$ cat src/rtl/q2e_pkg.sv
// Package for the quaternion to Euler angle converter.
// Types and constants shared by the CORDIC cells, root cells and the top level.
package q2e_pkg;

  localparam int unsigned CordicSteps = 20;
  localparam int unsigned VecW = 44;   // CORDIC datapath width (signed)
  localparam int unsigned AccW = 26;   // angle accumulator, 2^-16 degree units
  localparam int unsigned RootSteps = 30;
  localparam int unsigned RootW = 62;  // remainder width of square root
  localparam logic signed [AccW-1:0] QuarterAcc = 26'sd5898240;
  localparam logic signed [15:0] HalfTurn = 16'sd23040;
  localparam logic signed [14:0] QuarterTurn = 15'sd11520;

  typedef struct packed {
    logic signed [VecW-1:0] x;
    logic signed [VecW-1:0] y;
    logic signed [AccW-1:0] acc;
    logic                   zero;
  } cordic_t;

  typedef struct packed {
    logic [RootW-1:0] rem;
    logic [31:0]      root;
  } root_t;

  function automatic logic signed [AccW-1:0] step_angle(input logic [4:0] i);
    case (i)
      5'd0:  step_angle = 26'sd2949120;
      5'd1:  step_angle = 26'sd1740967;
      5'd2:  step_angle = 26'sd919879;
      5'd3:  step_angle = 26'sd466945;
      5'd4:  step_angle = 26'sd234379;
      5'd5:  step_angle = 26'sd117304;
      5'd6:  step_angle = 26'sd58666;
      5'd7:  step_angle = 26'sd29335;
      5'd8:  step_angle = 26'sd14668;
      5'd9:  step_angle = 26'sd7334;
      5'd10: step_angle = 26'sd3667;
      5'd11: step_angle = 26'sd1833;
      5'd12: step_angle = 26'sd917;
      5'd13: step_angle = 26'sd458;
      5'd14: step_angle = 26'sd229;
      5'd15: step_angle = 26'sd115;
      5'd16: step_angle = 26'sd57;
      5'd17: step_angle = 26'sd29;
      5'd18: step_angle = 26'sd14;
      5'd19: step_angle = 26'sd7;
      default: step_angle = '0;
    endcase
  endfunction

endpackage

$ cat src/rtl/q2e_root_cell.sv
// One bit of a restoring square root, registered; carries a side payload.
// Depends on q2e_pkg.
module q2e_root_cell #(
  parameter int unsigned Step = 0,
  parameter int unsigned SideW = 1
) (
  input  logic             clk_i,
  input  logic             en_i,
  input  q2e_pkg::root_t   in_i,
  input  logic [SideW-1:0] side_i,
  output q2e_pkg::root_t   out_o,
  output logic [SideW-1:0] side_o
);
  import q2e_pkg::*;

  root_t             cell_d, cell_q;
  logic [SideW-1:0]  side_q;
  logic [RootW+1:0]  trial;
  logic [RootW+1:0]  rem_ext;

  // root digit k = RootSteps-1-Step; trial = (4*root+1) << 2k
  always_comb begin
    rem_ext = {2'b00, in_i.rem};
    trial   = ({{(RootW-32){1'b0}}, in_i.root, 2'b01})
              << (2 * (RootSteps - 1 - Step));
    cell_d  = in_i;
    if (rem_ext >= trial) begin
      cell_d.rem  = RootW'(rem_ext - trial);
      cell_d.root = {in_i.root[30:0], 1'b1};
    end else begin
      cell_d.root = {in_i.root[30:0], 1'b0};
    end
  end

  always_ff @(posedge clk_i) begin
    if (en_i) begin
      cell_q <= cell_d;
      side_q <= side_i;
    end
  end

  assign out_o  = cell_q;
  assign side_o = side_q;
endmodule

$ cat config.mk
export PLATFORM = sky130hd
export DESIGN_NAME = q2e_root_cell
export DESIGN_NICKNAME = d
export VERILOG_FILES = /design/src/rtl/q2e_pkg.sv /design/src/rtl/q2e_root_cell.sv
export SDC_FILE = /design/constraint.sdc
export NUM_CORES = 1
export LEC_CHECK = 0
export BUFFER_PORTS_ARGS = -buffer_cell sky130_fd_sc_hd__buf_2
export CORE_ASPECT_RATIO = 1.2
export CORE_UTILIZATION = 38
export CTS_CLUSTER_SIZE = 24
export DETAILED_ROUTE_END_ITERATION = 7
export MAX_ROUTING_LAYER = met4
export PLACE_DENSITY = 0.78
export SYNTH_ARGS = -nofsm -noshare
export SYNTH_HDL_FRONTEND = slang
export SYNTH_SLANG_ARGS = --single-unit
$ cat constraint.sdc
create_clock -name clk_i -period 1.83 [get_ports clk_i]
set_clock_uncertainty 0.2 [all_clocks]
set_input_delay 0.183 -clock clk_i [delete_from_list [all_inputs] [get_ports clk_i]]
set_output_delay 0.183 -clock clk_i [all_outputs]
set_load 0.05 [all_outputs]
; ---- Word-level counts from Yosys, hierarchy flattened
; Index checks and enable logic that the tools add are counted.
[op_classes]
mux = 2
order_cmp = 1
n_eq_ne = 0
shifts = 0
mul = 0
div = 0
bitwise_logic = 0
n_reduce_logical = 0
addsub = 1
[op_table]
columns = op, n
row1 = $ge 62x64->1, 1
row2 = $mux 62, 1
row3 = $sub 62x62->62, 1
row4 = $mux 1, 1
[word_totals]
ramBits = 0
out_inout_bits = 95
rom_bits = 0
elab_cells = 7
register_bits = 95
n_memories = 0
latchBits = 0

; ---- Logic depth before layout (Yosys ltp)
[depth]
word_depth = 2
ltp_mapped = 7

; ---- Least setup slack after synthesis
; Ideal clock, no wire load.
[synth_path]
kind = input port to flip-flop
start = input port in_i[0] in the netlist's numbering
end = register cell_q (netlist bit out_o[92]) (data pin)
setup_time_ns = 0.262
t_required_ns = 1.368
path_stages = 7
t_arrival_ns = 1.507
slack_ns = -0.139
cell_sequence = inv_1 -> ha_1 -> nor4b_1 -> nand4_1 -> nor4_2 -> nor2_2 -> mux2_1
[synth_lines]
columns = item, line
row1 = "start, declared", q2e_root_cell.sv:9  ; input q2e_pkg::root_t in_i,
row2 = "end signal, assigned", q2e_root_cell.sv:37  ; cell_q <= cell_d;
row3 = "end, declared", q2e_root_cell.sv:16  ; root_t cell_d, cell_q;

==> results.toml <==
[route]
finalWirelength_um = 8400
num_vias = 2494
viasPerCell = 4.551
first_pass_iters = 4
ant_nets = 0
drc_errors = 0
drt_iter0_drc = 73
routedWlPerCell_um = 15.33

[sta]
fin_crit_ns = 1.782
tightest_slew_ns = 0.4058
setup_viol = 0
rsz0062_at_grt = "false"
finalMaxSlewViolations = 0
fin_crit_sh = 0.9738
fmax_mhz = 561.2
hold_viol_final = 0
slew_headroom = 0.7270

[clock_network]
clk_path_buf_depth = 2
clock-sinks = 95
path_clk_slew_ns = 0.09
cts_buffers = 9
cts_root_buffer = "clkbuf_8"
cts_setup_buffers = 0
ctsHtreeMaxLevel = 3
cts_tree = "built"

[power]
vdd_drop_max_v = 0.0005499
p_leak_nw = 2.347
power_mw = 4.968
powerDensity_nw_per_um2 = 898.5

[finish]
area_growth_pct = 74.73
seq_area_um2 = 2853
drive_gt1_frac = 0.5011
multi_input_area_um2 = 345.3
final_common_cell = "buf_2"
final_core_util = 0.6819
layout_common_cells = "189 x buf_2, 95 x edfxtp_1, 92 x dlygate4sd3_1"
n_antenna_cell = 0
fillers = 553
final_area_um2 = 5529
nNetsFinal = 549

[logic_synthesis]
synth_top_area_share = 0.9015
netlist_instances = 138
synthMuxAreaShare = 0.01028
ys_warn_count = 0
synth_top_family_by_area = "simple AND/OR/NAND/NOR gates"
synth_compound_area_frac = 0.006327
synth_area_leader_cell = "edfxtp_1"
yosysUniqueCellTypes = 17
post_synth_xor_area_fraction = 0.008304
yosys.area_share.simple = 0.05061
ys_ff_latch = 95
synth_area_leaders = "edfxtp_1 90%, nor4_1 2.4%, ha_1 1.6%, nor4b_1 0.83%, xnor2_1 0.83%"
synth.avg_cell_area_um2 = 22.93
syn_nets = 239
synth-seq-area-share = 0.9015
synth-adder-area-share = 0.01582
netlist_area_um2 = 3164

[die]
ios = 192
std_cell_rows = 36
die_x_um = 85.30
die_h_um = 102.0
dieArea_um2 = 8697
start_util = 0.3903
core_area_um2 = 8108

[global_routing]
grt_pass1_wl_um = 12300
grt-ovfl-total = 0
antenna_found_initial = 0
grt_max_degree = 53
grt_usage = 0.1976
first_global_vias = 2642

[setup_path]
critical_path_buf_inv_count = 3
required_ns = 1.74
path_cells = "buf_2 > dlygate4sd3_1 > buf_4 > a211oi_1 > nor2_2 > mux2_1"
crit_cells = 6
cp_top_family = "buffers and inverters"
cp_max_fo = 3
cpPeakStageDelay_ns = 0.55
crit_arrival_ns = 1.69
cp-end-kind = "flop"
critPathSlowestCell = "dlygate4sd3_1"
startpoint_type = "input pin"
crit_type = "input pin to flop"

[placed_design]
place_area_um2 = 4434
routabilityCongestion = 0.7526
io_buffers = 190
hpwl_um = 5305

[min_path]
worstHoldStart = "in_i[90]"
holdPathEnd = "out_o[90]$_DFFE_PP_"
worstHoldPathCells = 3
hold_path_class = "input pin to flop"

[job]
maxCapViolCount = 0

[run_status]
status = "finished clean"
## final cells by class
type,instances,area share
repair buffers,299,0.3666
multi-input cells,37,0.06246
well taps,95,0.02150
flip-flops and latches,95,0.5160
inverters,6,0.005431
clock buffers,10,0.02308
clock inverters,6,0.004979
## routing by layer
metal / global-route usage / share of wire / up-vias
met4: 0.08462 / 0.018 / 0
li1: - / - / 1184
met5: - / 0 / -
met3: 0.05412 / 0.076 / 14
met1: 0.2038 / 0.38 / 1163
met2: 0.3555 / 0.53 / 133
## power breakdown
| part | leakage (nW) | switching (mW) | internal, mW | total (mW) |
|---|---|---|---|---|
| Combinational | 1.34 | 0.821 | 0.371 | 1.19 |
| Sequential | 0.930 | 0.0426 | 2.58 | 2.63 |
| Clock | 0.0778 | 0.674 | 0.475 | 1.15 |
| Total | 2.35 | 1.54 | 3.43 | 4.97 |
## sequential cells by signal, indices dropped and copies added, names as in the netlist
name and count:
out_o 94, side_o 1
## metrics by stage
| stage | setup WS, ns | hold WS, ns | TNS, ns | std cells |
|---|---|---|---|---|
| after floorplan | -0.01431 | 0.08187 | -0.02861 | 138 |
| after global routing | 0.01726 | 0.05667 | 0 | 548 |
| after detailed placement | -0.4290 | 0.1611 | -1.765 | 440 |
| final | 0.04795 | 0.04921 | 0 | 548 |
| after CTS | 0.02012 | 0.02546 | 0 | 548 |
| after global placement | -0.3815 | 0.1599 | -1.609 | 440 |
## cell families (layout without fill, tap and decap cells)
kind of cell    count (synthesis)  after routing
xor+xnor                        3              3
fa+ha+maj                       4              4
simple gates                   24             24
buf+inv                         6            321
compound gates                  3              3
flops                          95             95
mux                             3              3
## synth_stat cells (all sizes together)
library cell	number
nor4	13
inv	6
nor2	2
xnor2	3
nor3	1
o21ai	1
ha	4
mux2i	1
mux2	2
a211oi	1
nand4	4
nor2b	1
edfxtp	95
nor4b	3
o21a	1
## worst max-delay path by stage
stage / startpoint / to
floorplan: in_i[1] / out_o[92]$_DFFE_PP_
global placement: in_i[91] / out_o[93]$_DFFE_PP_
detailed placement: in_i[91] / out_o[93]$_DFFE_PP_
CTS: in_i[42] / out_o[93]$_DFFE_PP_
global route: in_i[91] / out_o[93]$_DFFE_PP_
finish: in_i[2] / out_o[93]$_DFFE_PP_
## timing repair
item / 4_1_cts / 5_1_grt
gates resized for setup: 1 / 2
hold endpoints to repair: 92 / 0
setup endpoints to repair: 2 / 4
pin swaps: 0 / 0
hold buffers: 92 / 0
Note: power is estimated with default switching activity, not from simulation.
